===== src/hdl/lsr_pkg.sv =====
// Shared types and constants for the line segment rasterizer.
package lsr_pkg;

   localparam int COORD_BITS   = 10;
   localparam int SIZE_BITS    = COORD_BITS + 1;
   localparam int ROW_BITS     = COORD_BITS + 2;
   localparam int COLOR_BITS   = 16;
   localparam int DIV_CNT_BITS = $clog2(SIZE_BITS + 1);

   localparam logic OP_START = 1'b0;
   localparam logic OP_NEXT  = 1'b1;

   typedef struct packed {
      logic                  op;
      logic [COORD_BITS-1:0] x_start;
      logic [COORD_BITS-1:0] y_start;
      logic [COORD_BITS-1:0] x_end;
      logic [COORD_BITS-1:0] y_end;
      logic [COLOR_BITS-1:0] color;
   } req_type;

   typedef struct packed {
      logic [COORD_BITS-1:0] rect_x;
      logic [COORD_BITS-1:0] rect_y;
      logic [SIZE_BITS-1:0]  rect_w;
      logic [SIZE_BITS-1:0]  rect_h;
      logic [COLOR_BITS-1:0] fill_color;
      logic                  last;
   } rsp_type;

   typedef struct packed {
      logic busy;
      logic done;
   } div_status_type;

endpackage


===== src/hdl/line_segment_rasterizer.sv =====
// Line segment rasterizer: turns a line into a run of filled rectangles.
//
//   Channel  Direction  Handshake             Payload
//   req      in         req_valid/req_stall   lsr_pkg::req_type (start or next)
//   rsp      out        rsp_valid/rsp_stall   lsr_pkg::rsp_type (one rectangle)
//
// A start transaction gives no result and leaves the sequencer idle.
// A next transaction passes through setup, the bit-serial divide (one quotient bit
// per cycle) and the final step before the next request is taken.
// A next transaction with no line loaded is dropped without leaving the idle state.
// Reset is synchronous and clears the line; there is no clearing pass.
// A finished rectangle waits in the output register; a stalled result holds the
// sequencer in its final step until the register frees.
module line_segment_rasterizer (
   input  logic             clock,
   input  logic             reset,
   input  logic             req_valid,
   output logic             req_stall,
   input  lsr_pkg::req_type req_data,
   output logic             rsp_valid,
   input  logic             rsp_stall,
   output lsr_pkg::rsp_type rsp_data
);

   localparam int CW = lsr_pkg::COORD_BITS;
   localparam int SW = lsr_pkg::SIZE_BITS;
   localparam int YW = lsr_pkg::ROW_BITS;

   typedef enum logic [3:0] {
      ST_IDLE  = 4'b0001,
      ST_SETUP = 4'b0010,
      ST_DIV   = 4'b0100,
      ST_FIN   = 4'b1000
   } state_type;

   state_type state_ff, state_in;

   logic [SW-1:0]                 cur_x_ff, cur_x_in;
   logic signed [YW-1:0]          cur_y_ff, cur_y_in;
   logic [CW-1:0]                 end_x_ff, end_x_in;
   logic [CW-1:0]                 end_y_ff, end_y_in;
   logic [lsr_pkg::COLOR_BITS-1:0] color_ff, color_in;
   logic                          active_ff, active_in;
   logic                          steep_ff, steep_in;
   logic                          falling_ff, falling_in;
   logic                          rsp_valid_ff, rsp_valid_in;
   lsr_pkg::rsp_type              rsp_ff, rsp_in;

   logic                    req_take;
   logic                    out_free;
   logic [SW-1:0]           run;
   logic signed [YW-1:0]    rise;
   logic signed [YW-1:0]    m_full;
   logic [SW-1:0]           m;
   logic                    div_start;
   logic [SW-1:0]           div_num;
   logic [SW-1:0]           div_den;
   logic [SW-1:0]           div_quot;
   lsr_pkg::div_status_type div_stat;
   logic [SW-1:0]           w_raw;
   logic [SW-1:0]           h_raw;
   logic signed [YW-1:0]    h_ext;
   logic signed [YW-1:0]    top_raw;
   logic                    clip;

   assign req_stall = (state_ff != ST_IDLE);
   assign req_take  = req_valid && !req_stall;
   assign out_free  = !rsp_valid_ff || !rsp_stall;

   // Slope setup: run and rise of the remaining segment.
   assign run    = SW'({1'b0, end_x_ff}) - cur_x_ff + SW'(1);
   assign rise   = $signed(YW'({2'b00, end_y_ff})) - cur_y_ff;
   assign m_full = rise[YW-1] ? (YW'(1) - rise) : (rise + YW'(1));
   assign m      = m_full[SW-1:0];

   assign div_start = (state_ff == ST_SETUP);
   assign div_num   = (m > run) ? m : run;
   assign div_den   = (m > run) ? run : m;

   lsr_div u_div (
      .clock  (clock),
      .reset  (reset),
      .start  (div_start),
      .num    (div_num),
      .den    (div_den),
      .status (div_stat),
      .quot   (div_quot)
   );

   // Rectangle placement from the quotient.
   assign w_raw   = steep_ff ? SW'(1) : div_quot;
   assign h_raw   = steep_ff ? div_quot : SW'(1);
   assign h_ext   = $signed({1'b0, h_raw});
   assign top_raw = falling_ff ? (cur_y_ff - h_ext) : cur_y_ff;
   assign clip    = top_raw[YW-1];

   always_comb begin
      state_in     = state_ff;
      cur_x_in     = cur_x_ff;
      cur_y_in     = cur_y_ff;
      end_x_in     = end_x_ff;
      end_y_in     = end_y_ff;
      color_in     = color_ff;
      active_in    = active_ff;
      steep_in     = steep_ff;
      falling_in   = falling_ff;
      rsp_valid_in = rsp_valid_ff && rsp_stall;
      rsp_in       = rsp_ff;

      unique case (state_ff)
         ST_IDLE: begin
            if (req_take) begin
               if (req_data.op == lsr_pkg::OP_START) begin
                  // Order the endpoints so that columns grow toward the end point.
                  if (req_data.x_start > req_data.x_end) begin
                     cur_x_in = {1'b0, req_data.x_end};
                     cur_y_in = $signed({2'b00, req_data.y_end});
                     end_x_in = req_data.x_start;
                     end_y_in = req_data.y_start;
                  end else begin
                     cur_x_in = {1'b0, req_data.x_start};
                     cur_y_in = $signed({2'b00, req_data.y_start});
                     end_x_in = req_data.x_end;
                     end_y_in = req_data.y_end;
                  end
                  color_in  = req_data.color;
                  active_in = 1'b1;
               end else if (active_ff) begin
                  state_in = ST_SETUP;
               end
            end
         end
         ST_SETUP: begin
            steep_in   = (m > run);
            falling_in = rise[YW-1];
            state_in   = ST_DIV;
         end
         ST_DIV: begin
            if (div_stat.done) begin
               state_in = ST_FIN;
            end
         end
         ST_FIN: begin
            if (out_free) begin
               cur_x_in          = cur_x_ff + w_raw;
               cur_y_in          = falling_ff ? top_raw : (cur_y_ff + h_ext);
               rsp_in.rect_x     = cur_x_ff[CW-1:0];
               rsp_in.rect_y     = clip ? '0 : top_raw[CW-1:0];
               rsp_in.rect_w     = w_raw;
               rsp_in.rect_h     = clip ? (h_raw + top_raw[SW-1:0]) : h_raw;
               rsp_in.fill_color = color_ff;
               rsp_in.last       = (cur_x_in > {1'b0, end_x_ff});
               active_in         = !rsp_in.last;
               rsp_valid_in      = 1'b1;
               state_in          = ST_IDLE;
            end
         end
         default: begin
            state_in = ST_IDLE;
         end
      endcase
   end

   always_ff @(posedge clock) begin
      if (reset) begin
         state_ff     <= ST_IDLE;
         cur_x_ff     <= '0;
         cur_y_ff     <= '0;
         end_x_ff     <= '0;
         end_y_ff     <= '0;
         color_ff     <= '0;
         active_ff    <= 1'b0;
         rsp_valid_ff <= 1'b0;
      end else begin
         state_ff     <= state_in;
         cur_x_ff     <= cur_x_in;
         cur_y_ff     <= cur_y_in;
         end_x_ff     <= end_x_in;
         end_y_ff     <= end_y_in;
         color_ff     <= color_in;
         active_ff    <= active_in;
         rsp_valid_ff <= rsp_valid_in;
      end
   end

   always_ff @(posedge clock) begin
      steep_ff   <= steep_in;
      falling_ff <= falling_in;
      rsp_ff     <= rsp_in;
   end

   assign rsp_valid = rsp_valid_ff;
   assign rsp_data  = rsp_ff;

`ifndef ASSERT_OFF
   // A new result is loaded only by the final step of the sequencer.
   a_rsp_from_fin: assert property (@(posedge clock) disable iff (reset)
      $rose(rsp_valid_ff) |-> $past(state_ff == ST_FIN))
      else $error("result appeared outside the final step");

   // A rectangle marked last leaves no line loaded behind it.
   a_last_clears: assert property (@(posedge clock) disable iff (reset)
      ($rose(rsp_valid_ff) && rsp_ff.last) |-> !active_ff)
      else $error("line still active after its last rectangle");

   // The divider reports completion only while the sequencer waits for it.
   a_div_done: assert property (@(posedge clock) disable iff (reset)
      div_stat.done |-> (state_ff == ST_DIV))
      else $error("divider finished outside the divide step");

   // Every rectangle is a single column or at most a single row.
   a_rect_shape: assert property (@(posedge clock) disable iff (reset)
      rsp_valid_ff |-> (rsp_ff.rect_w == SW'(1) || rsp_ff.rect_h <= SW'(1)))
      else $error("rectangle is neither one column wide nor one row tall");
`endif

endmodule


===== src/hdl/lsr_div.sv =====
// Restoring unsigned divider that produces one quotient bit per cycle.
module lsr_div (
   input  logic                          clock,
   input  logic                          reset,
   input  logic                          start,
   input  logic [lsr_pkg::SIZE_BITS-1:0] num,
   input  logic [lsr_pkg::SIZE_BITS-1:0] den,
   output lsr_pkg::div_status_type       status,
   output logic [lsr_pkg::SIZE_BITS-1:0] quot
);

   logic [lsr_pkg::SIZE_BITS-1:0]    rem_ff;
   logic [lsr_pkg::SIZE_BITS-1:0]    quot_ff;
   logic [lsr_pkg::SIZE_BITS-1:0]    den_ff;
   logic [lsr_pkg::DIV_CNT_BITS-1:0] count_ff;
   logic                             done_ff;

   logic [lsr_pkg::SIZE_BITS:0] shifted;
   logic [lsr_pkg::SIZE_BITS:0] diff;
   logic                        fits;

   // The next dividend bit enters from the top of the quotient register as it shifts out.
   assign shifted = {rem_ff, quot_ff[lsr_pkg::SIZE_BITS-1]};
   assign diff    = shifted - {1'b0, den_ff};
   assign fits    = (shifted >= {1'b0, den_ff});

   always_ff @(posedge clock) begin
      if (reset) begin
         count_ff <= '0;
         done_ff  <= 1'b0;
      end else begin
         done_ff <= 1'b0;
         if (start) begin
            count_ff <= lsr_pkg::DIV_CNT_BITS'(lsr_pkg::SIZE_BITS);
         end else if (count_ff != '0) begin
            count_ff <= count_ff - lsr_pkg::DIV_CNT_BITS'(1);
            done_ff  <= (count_ff == lsr_pkg::DIV_CNT_BITS'(1));
         end
      end
   end

   always_ff @(posedge clock) begin
      if (start) begin
         rem_ff  <= '0;
         quot_ff <= num;
         den_ff  <= den;
      end else if (count_ff != '0) begin
         rem_ff  <= fits ? diff[lsr_pkg::SIZE_BITS-1:0] : shifted[lsr_pkg::SIZE_BITS-1:0];
         quot_ff <= {quot_ff[lsr_pkg::SIZE_BITS-2:0], fits};
      end
   end

   assign status.busy = (count_ff != '0);
   assign status.done = done_ff;
   assign quot        = quot_ff;

endmodule

===== config.mk =====
export PLATFORM = sky130hd
export DESIGN_NAME = line_segment_rasterizer
export DESIGN_NICKNAME = d
export VERILOG_FILES = /design/src/hdl/lsr_pkg.sv /design/src/hdl/line_segment_rasterizer.sv /design/src/hdl/lsr_div.sv
export SDC_FILE = /design/constraint.sdc
export NUM_CORES = 1
export LEC_CHECK = 0
export BUFFER_PORTS_ARGS = -buffer_cell sky130_fd_sc_hd__buf_2
export CAP_MARGIN = 10
export CORE_MARGIN = 2
export CORE_UTILIZATION = 35
export DETAILED_ROUTE_END_ITERATION = 8
export PLACE_DENSITY = 0.62
export SYNTH_ARGS = -nofsm -noshare
export SYNTH_HDL_FRONTEND = slang
export SYNTH_SLANG_ARGS = --single-unit

===== constraint.sdc =====
create_clock -name clock -period 14.9 [get_ports clock]
set_clock_uncertainty 0.15 [all_clocks]
set_input_delay 2.98 -clock clock [delete_from_list [all_inputs] [get_ports clock]]
set_output_delay 2.98 -clock clock [all_outputs]
set_load 0.005 [all_outputs]

==> results of run 1 <==
==> sequential cells by signal (all words and copies together) (netlist names) <==
| name | flops |
|---|---|
| end_y_ff | 10 |
| active_ff | 1 |
| steep_ff | 1 |
| cur_y_ff | 12 |
| state_ff | 4 |
| u_div.den_ff | 11 |
| end_x_ff | 10 |
| falling_ff | 1 |
| rsp_valid | 1 |
| u_div.rem_ff | 11 |
| u_div.quot | 11 |
| u_div.done_ff | 1 |
| cur_x_ff | 11 |
| u_div.count_ff | 4 |
| rsp_data | 59 |
| color_ff | 16 |
==> through the flow <==
step | total power, uW | area (sq um) | cells | util | hold WS [ns]
finish | 1910 | 12900 | 1774 | 0.407 | 0.279
global route | 2050 | 12900 | 1773 | 0.407 | 0.291
CTS | 1910 | 12900 | 1773 | 0.407 | 0.282
detailed placement | 1430 | 12200 | 1741 | 0.387 | 0.263
global placement | 1420 | 12200 | 1741 | 0.387 | 0.262
floorplan | 1220 | 11200 | 1262 | - | 0.258
==> power by group through the flow <==
| stage | Combinational [uW] | Sequential, uW | Clock (uW) |
|---|---|---|---|
| floorplan | 644 | 580 | 0 |
| global placement | 820 | 596 | 0 |
| detailed placement | 836 | 596 | 0 |
| CTS | 842 | 587 | 484 |
| global route | 953 | 592 | 502 |
| finish | 845 | 587 | 476 |
==> layer usage <==
| layer | wire length [um] | track usage | up-vias |
|---|---|---|---|
| met2 | 14200 | 0.303 | 235 |
| met1 | 13500 | 0.225 | 4444 |
| met5 | 0 | 0 | - |
| met4 | 539 | 0.0582 | 0 |
| li1 | - | - | 4698 |
| met3 | 1380 | 0.0381 | 33 |
==> synth_stat cells (3+ instances only) <==
master	instances	area, sq um
a311oi_1	3	26.3
dfxtp_1	81	1620
buf_2	5	25.0
ha_1	118	1480
nor3_1	32	160
a211oi_1	30	225
or3b_2	3	26.3
fa_1	7	140
o21a_1	10	75.1
o31ai_1	3	22.5
a21oi_1	102	510
o21ai_0	74	370
nand3b_1	4	30.0
or2_2	5	31.3
o41ai_1	4	35.0
mux2i_1	58	581
edfxtp_1	83	2490
and2_1	3	18.8
xor2_1	19	166
a31oi_1	5	31.3
buf_1	5	18.8
a21o_1	16	120
nand4_1	12	75.1
nor3b_1	4	30.0
and3_1	6	37.5
mux2_2	4	45.0
o21bai_1	9	67.6
nand2_1	115	432
inv_1	95	357
xnor2_1	46	403
nor2_1	120	450
nand2b_1	12	75.1
or3_1	5	31.3
a221oi_1	16	140
clkbuf_1	46	173
nor4_1	6	37.5
nor2b_1	36	225
o211ai_1	6	45.0
nand3_1	14	70.1
==> worst register-to-register path: cells and delay by family, from the launching register on <==
| kind | cells | cell delay (ns) |
|---|---|---|
| buffers and inverters | 3 | 0.71 |
| AOI/OAI and AO/OA | 8 | 1.98 |
| adders and majority gates | 2 | 0.61 |
| and+or+nand+nor | 7 | 1.62 |
| DFF | 1 | 0.54 |
==> layout make-up <==
class                           count  area (sq um)  share of cell area
Inverter                           96           362              0.0281
Antenna cell                        1          2.50            0.000194
Clock inverter                     14           183              0.0142
Tap cell                          402           503              0.0391
Multi-Input combinational cell    946          6570               0.511
Sequential cell                   164          4110               0.320
Clock buffer                       18           439              0.0341
Timing Repair Buffer              133           696              0.0541
==> final timing paths <==
path / to / depth (start not counted) / slack [ns] / from
setup reg to reg: u_div.quot[4]$_DFFE_PP_ / 20 / 9.05 / cur_y_ff[1]$_SDFFE_PP0P_
hold / removal: rsp_data[14]$_DFFE_PP_ / 0 / 0.28 / color_ff[13]$_SDFFE_PP0P_
hold reg to reg: rsp_data[14]$_DFFE_PP_ / 0 / 0.28 / color_ff[13]$_SDFFE_PP0P_
setup / recovery: u_div.quot[4]$_DFFE_PP_ / 20 / 9.05 / cur_y_ff[1]$_SDFFE_PP0P_
==> kinds of logic (layout without fill, tap and decap cells) <==
kind of cell | count (synthesis) | after routing | share of synthesized area
buf+inv | 152 | 261 | 0.0513
xor+xnor | 65 | 65 | 0.0506
compound gates | 308 | 308 | 0.172
fa+ha+maj | 125 | 125 | 0.144
simple gates | 385 | 385 | 0.160
flops | 164 | 164 | 0.366
other cells | 0 | 1 | 0
mux | 63 | 63 | 0.0566
==> impl_results.md, run 1 <==
* Outcome: finished, final reports clean
* Setup CP Type: reg -> reg
* Sequential share of the synthesized area at 0.366
* Total track usage at 0.179
* Most common cell after layout, fill and taps aside: buf_2
* Layout area overhead at 14.4%
* # resized after CTS at 0
* Clk buf depth at 2
* Sequential share of power at 0.308
* RSZ-0062 raised after global routing: no
* Post-CTS setup repair buffer count at 0
* Worst path top cell family by delay: compound AO/OA/AOI/OAI gates
* Endpoints failing hold at 0
* Fmax achieved at 171 MHz
* Final #Nets at 1544
* Initial Utilization at 0.355
* Hold WC Path Type: reg -> reg
* TritonCTS Buffers at 17
* Psw at 758 uW
* Peak VDD IR at 0.0880 mV
* Rows at 65
* Req. time, crit path at 14.95 ns
* Syn_nets at roughly 1400
* Total clock sinks at 164
* Crit path arrival time at 5.90 ns
* Via count at 9410
* Cells along the critical path: inv_1, ha_1, nor2b_4, o2111a_1, or4_1, a211o_1, o211ai_1, o31ai_1, and3_1, or2_2, ha_1, and4_1, nand4_1, o211ai_1, o21ai_0, buf_4, inv_2, o21ai_0, a21oi_1, nor2_1
* CTS Hold Bufs at 0
* Slowest stage delay, CP at around 0.54 ns
* Total Wirelength at approximately 30 mm
* WP buf/inv at 3
* Pleak at 0.00555 uW
* Clock latency on the worst-skew pair at 0.44 ns
* CP max FO at 26
* Fillers at 3133
* GP Congestion at about 0.9
* Vias in the first global route at 9089
* H-tree levels at 4
* Critical Path Slowest Stage Cell: dfxtp_1
* Yosys warning count at 0
* Root Driver: clkbuf_16
* Die height at 183 um
* Kind of start point of the critical path: register
* Slew @ Worst Pin at 1.06 ns
* 1st-iter DRT viols at 582
* Post-route minimum period at 5.85 ns
* DR pass1 iterations at 5
* Max-cap viol count at 0
* Dpl hpwl at 22.2 mm
* DIE AREA at around 34000 sq um
* Remaining DRCs at 0
* Max-slew violations at 0
* Worst setup EP type: register
* Port Buffer Count at 121
* Synth async-reset ratio at 0
* Routed vias/inst at 5.30
* Top FF cell, synth: edfxtp_1
* Comb pwr share at 0.443
* Clock transition at path regs at about 0.070 ns
* GRT overflow at 0
* Post-Place Worst Slack at 8.99 ns
* Cells after Synth at 1262
* CTS tree: built
* Clock Power Share at 0.249
* Switching share of power at 0.398
* Sum Neg Setup Slack at 0 ns
* Netlist Area Pre-Place at around 11000 sq um
* Yosys reg bits at 164
* Setup violators final at 0
* Core footprint at 31600 sq um
* IO Count at roughly 120
* First-pass GRT wire length at 47.5 mm
* Commonest cells after routing, fill and taps aside: 121 x buf_2, 119 x nor2_1, 118 x ha_1
* Antenna violations before repair at 1
* Largest net degree at the start of global routing at 79
* DR WL/cell at approximately 17 um
* Final WS setup at 9.05 ns
* Share of layout cells above drive strength 1 at 0.135
* Final period util at 0.393
* Number of synthesized flops with an enable pin at 83
* Avg Cell Area, Syn at 8.91 sq um
* Pwr per Cell Area at 148 nW/um^2
* Chip width at 183 um
* Post-synthesis cell type count at 68
* Worst slew margin at 0.291
* DRT antenna net count at 0
* Total internal power at 1150 uW
Note: power is estimated with default switching activity, not from simulation.
==> run 2: changes to the inputs <==
- clock period: 14.9 -> 5.7 ns (I/O delays scaled with it)
==> run 2 against run 1 <==
Effect of this change: clock-buffer cell count is the same; clock power grew 140%; global-route usage shrank 0.24 points; critical path depth shrank 1.
==> impl_results.md, run 2 (synthesized netlist as in run 1, its figures left out) <==
* CP max FO at 13
* Clock latency on the worst-skew pair at 0.44 ns
* Most common cell after layout, fill and taps aside: buf_2
* Ant diodes at 0
* DR pass1 iterations at 5
* RSZ-0062 raised after global routing: no
* First-pass GRT wire length at 47.1 mm
* Critical Path Slowest Stage Cell: or4_1
* Kind of start point of the critical path: register
* Via count at 9361
* Req. time, crit path at 5.74 ns
* Sum Neg Setup Slack at 0 ns
* DIE AREA at 33600 sq um
* Antenna violations before repair at 0
* Max-cap viol count at 0
* Outcome: finished, final reports clean
* Cells along the critical path: inv_1, ha_1, nor2b_4, o2111a_1, or4_1, a211oi_1, xor2_1, o41a_1, a31oi_1, xnor2_1, ha_1, and4_1, nand4_1, o211ai_1, o21ai_2, inv_2, o21ai_0, a21oi_1, nor2_1
* Metal-1 WL at 13.3 mm
* Max-slew violations at 0
* Pleak at 0.00554 uW
* Final period util at 0.911
* Final WS setup at 0.509 ns
* Total track usage at 0.176
* Setup violators final at 0
* Fmax achieved at roughly 190 MHz
* Routed vias/inst at 5.26
* TritonCTS Buffers at 17
* Met3 Wirelength at 1.29 mm
* Commonest cells after routing, fill and taps aside: 121 x buf_2, 119 x nor2_1, 118 x ha_1
* Vias in the first global route at 9129
* Share of layout cells above drive strength 1 at 0.139
* CTS tree: built
* Slew @ Worst Pin at 0.918 ns
* Port Buffer Count at ~120
* DRT antenna net count at 0
* Post-route minimum period at between 5 and 6 ns
* Initial Utilization at 0.355
* Hold WC Path Type: reg -> reg
* Die height at ~180 um
* Pwr per Cell Area at around 380 nW/um^2
* Peak VDD IR at 0.208 mV
* GRT overflow at 0
* DR WL/cell at 16.4 um
* Fillers at 3100
* Highest Signal Layer: met4
* Clock transition at path regs at 0.07 ns
* Largest net degree at the start of global routing at 63
* IO Count at 122
* Layout area overhead at 14.5%
* Remaining DRCs at 0
* Post-Place Worst Slack at ~0.34 ns
* Total clock sinks at 164
* GP Congestion at 0.899
* Setup CP Type: reg -> reg
* Root Driver: clkbuf_16
* H-tree levels at 4
* Worst setup EP type: register
* 1st-iter DRT viols at 728
* Endpoints failing hold at 0
* CTS Hold Bufs at 0
* Final #Nets at 1550
* Dpl hpwl at ~22 mm
* Chip width at ~180 um
* Slowest stage delay, CP at around 0.54 ns
* Worst slew margin at 0.387
* Rows at 65
* Clk buf depth at 2
* Max reg flops at 59
* Crit path arrival time at approximately 5.2 ns
* Top cell by count, worst path: ha_1
* Total Wirelength at between 20 and 30 mm
* Core footprint at approximately 32000 sq um
* Met2 wire length at 13.8 mm
[run 2: final cells by class]
cell class	count	area, sq um	area share
clock inverter	14	148	0.0115
tap	402	503	0.0391
timing repair buffer	138	733	0.0570
sequential	164	4110	0.320
multi-input combinational	946	6570	0.511
clock buffer	18	429	0.0333
timing repair inverter	1	7.51	0.000583
inverter	96	362	0.0281
[run 2: path summary, 6_finish.rpt]
path,start,end,slack [ns],cells past startpoint
setup / recovery,cur_y_ff[1]$_SDFFE_PP0P_,u_div.quot[4]$_DFFE_PP_,0.51,19
setup reg to reg,cur_y_ff[1]$_SDFFE_PP0P_,u_div.quot[4]$_DFFE_PP_,0.51,19
hold reg to reg,color_ff[13]$_SDFFE_PP0P_,rsp_data[14]$_DFFE_PP_,0.28,0
hold / removal,color_ff[13]$_SDFFE_PP0P_,rsp_data[14]$_DFFE_PP_,0.28,0
[run 2: repair_timing]
item / CTS / global route
resized for setup: 0 / 3
buffers inserted: 0 / 2
endpoints found under the setup margin: 0 / 8
[run 2: power breakdown]
group          leakage [uW]  internal, uW  total [uW]  switching [uW]
logic               0.00385           921        2260            1340
registers           0.00142          1430        1540             105
clock network      0.000270           615        1140             526
total               0.00554          2970        4940            1970
[run 2: critical path: cells and delay by family (launching register included)]
family                   cells  cell delay (ns)
AO/OA/AOI/OAI                8             1.85
AND/OR/NAND/NOR              5             1.09
adder cells (fa/ha/maj)      2             0.64
flip-flops                   1             0.51
buffers and inverters        2             0.38
XOR/XNOR                     2             0.32
[run 2: through the flow]
stage / instance area (sq um) / hold slack, ns / utilization / cells / total power, uW
after CTS: 12800 / 0.282 / 0.406 / 1776 / 4890
final: 12900 / 0.278 / 0.407 / 1779 / 4940
after floorplan: 11200 / 0.258 / - / 1262 / 3200
after global placement: 12300 / 0.261 / 0.388 / 1744 / 3700
after global routing: 12900 / 0.287 / 0.407 / 1779 / 5280
after detailed placement: 12300 / 0.265 / 0.388 / 1744 / 3740
[run 2: metal layers]
metal	vias to the layer above	track usage
li1	4710	-
met1	4393	0.225
met2	216	0.300
met3	42	0.0296
met4	0	0.0634
met5	-	0
==> run 3: changes to the inputs <==
- CORE_UTILIZATION: 35 -> 25
- CTS_CLUSTER_SIZE: unset -> 40
- PLACE_DENSITY: 0.62 -> 0.51
==> run 3 against run 2 <==
Effect of this change: sequential power hardly changed; register-to-register slack gained 0.03 ns; global-route usage is 4.1 points lower; non-clock buffer count fell by 1; sequential share of layout area fell by 0.48 points; die area up 39%; sequential cell count did not move; via count shrank 1.6%; critical endpoint is now u_div.quot[0]$_DFFE_PP_; largest power group unchanged.
==> impl_results.md, run 3 (synthesized netlist as in run 1, its figures left out) <==
* Outcome: finished, final reports clean
* IO Count at around 120
* Core footprint at 44300 sq um
* Fin area at 13100 sq um
* Total track usage at 0.135
* Via count at a little over 9000
* Ant diodes at 0
* Placed cell area at between 10000 and 15000 sq um
* Remaining DRCs at 0
* Clk buf depth at 2
* Pleak at 0.00554 uW
* Root Driver: clkbuf_16
* Rows at 77
* Clock transition at path regs at 0.07 ns
* Commonest cells after routing, fill and taps aside: 121 x buf_2, 119 x nor2_1, 118 x ha_1
* Worst slew margin at 0.251
* Placed Instances at 1932
* Dpl hpwl at ~24 mm
* Final #Nets at 1549
* DR WL/cell at 15.8 um
* Crit path arrival time at 5.18 ns
* Chip width at 216 um
* Slew @ Worst Pin at 1.11 ns
* Hold WC Path Type: reg -> reg
* Initial Utilization at 0.254
* Die height at 216 um
* Setup CP Type: reg -> reg
* Antenna violations before repair at 0
* Sum Neg Setup Slack at 0 ns
* Fmax achieved at 194 MHz
* Post-route minimum period at about 5.2 ns
* Peak VDD IR at 0.259 mV
* Setup violators final at 0
* Kind of start point of the critical path: register
* Most common cell after layout, fill and taps aside: buf_2
* DRT antenna net count at 0
* H-tree levels at 4
* Clock latency on the worst-skew pair at 0.45 ns
* Max-cap viol count at 0
* Slowest stage delay, CP at 0.53 ns
* Final period util at 0.906
* Req. time, crit path at 5.71 ns
* Largest net degree at the start of global routing at 63
* Endpoints failing hold at 0
* Share of layout cells above drive strength 1 at 0.138
* Pwr per Cell Area at 374 nW/um^2
* Max reg flops at 59
* DR pass1 iterations at 5
* Worst setup EP type: register
* Fillers at 4767
* Max-slew violations at 0
* GP Congestion at 0.857
* Total clock sinks at roughly 160
* Non-Filler Instances at 1968
* First-pass GRT wire length at 49.6 mm
* CTS tree: built
* RSZ-0062 raised after global routing: no
* Total Wirelength at 31.1 mm
* TritonCTS Buffers at 17
* Cells along the critical path: inv_1, ha_1, nor2b_4, o2111a_1, or4_1, a211o_1, o211ai_1, buf_4, inv_1, a22o_1, xnor2_1, inv_1, ha_1, a21oi_1, nor2b_1, o21ai_0, o211ai_1, o21ai_1, buf_4, mux2i_1, a21oi_1
* Final hold slack at 0.283 ns
* Critical Path Slowest Stage Cell: or4_1
* Port Buffer Count at 121
* Top cell by count, worst path: inv_1
* DIE AREA at 46700 sq um
* CP max FO at 11
* GRT overflow at 0
* Routed vias/inst at 4.68
* Layout area overhead at 16.2%
* Vias in the first global route at approximately 9200
* CTS Hold Bufs at 0
* 1st-iter DRT viols at around 500
run 3: changes by cell type in the layout (fill, tap and decap cells not counted), sizes merged:
cell / before / now
buf: 138 / 137
bufinv: 1 / 0
clkbuf: 18 / 20
clkinv: 6 / 7
clkinvlp: 5 / 2
inv: 99 / 100
run 3: cell type report:
cell class / instances / area (sq um) / area share
multi-input cells: 946 / 6570 / 0.503
clock inverters: 12 / 92.6 / 0.00708
clock buffers: 20 / 457 / 0.0349
well taps: 592 / 741 / 0.0567
repair inverters: 1 / 7.51 / 0.000574
inverters: 96 / 362 / 0.0277
repair buffers: 137 / 726 / 0.0555
flip-flops and latches: 164 / 4120 / 0.315
run 3: timing repair:
action | in CTS | in global routing
gates resized for setup | 0 | 3
buffers inserted | 0 | 3
endpoints found under the setup margin | 0 | 8
run 3: final timing paths:
path / from / endpoint / slack (ns) / depth (start not counted)
setup / recovery: cur_y_ff[1]$_SDFFE_PP0P_ / u_div.quot[0]$_DFFE_PP_ / 0.54 / 21
hold reg to reg: color_ff[10]$_SDFFE_PP0P_ / rsp_data[11]$_DFFE_PP_ / 0.28 / 0
hold / removal: color_ff[10]$_SDFFE_PP0P_ / rsp_data[11]$_DFFE_PP_ / 0.28 / 0
setup reg to reg: cur_y_ff[1]$_SDFFE_PP0P_ / u_div.quot[0]$_DFFE_PP_ / 0.54 / 21
run 3: where the power goes:
group	leakage [uW]	switching, uW	internal [uW]
combinational	0.00385	1330	925
sequential	0.00142	99.9	1430
clock	0.000272	514	586
total	0.00554	1950	2950
run 3: stage by stage:
stage	setup WS, ns	power, uW	utilization
5_1_grt	0.122	5270	0.295
3_3_place_gp	0.409	3710	0.282
2_1_floorplan	0.661	3200	-
4_1_cts	0.317	4860	0.294
6_report	0.536	4890	0.295
3_5_place_dp	0.343	3750	0.282
run 3: critical path: cells and delay by family (launching register included):
| family | cells | cell delay (ns) |
|---|---|---|
| multiplexers | 1 | 0.20 |
| AND/OR/NAND/NOR | 3 | 0.72 |
| AO/OA/AOI/OAI | 9 | 1.71 |
| buffers and inverters | 5 | 0.78 |
| flip-flops | 1 | 0.42 |
| XOR/XNOR | 1 | 0.26 |
| adder cells (fa/ha/maj) | 2 | 0.61 |
run 3: layer usage:
| layer | global-route usage | vias to the layer above | wire length [um] |
|---|---|---|---|
| li1 | - | 4699 | - |
| met1 | 0.169 | 4289 | 14300 |
| met2 | 0.229 | 182 | 14800 |
| met3 | 0.0282 | 38 | 1260 |
| met4 | 0.0500 | 0 | 739 |
| met5 | 0 | - | 0 |
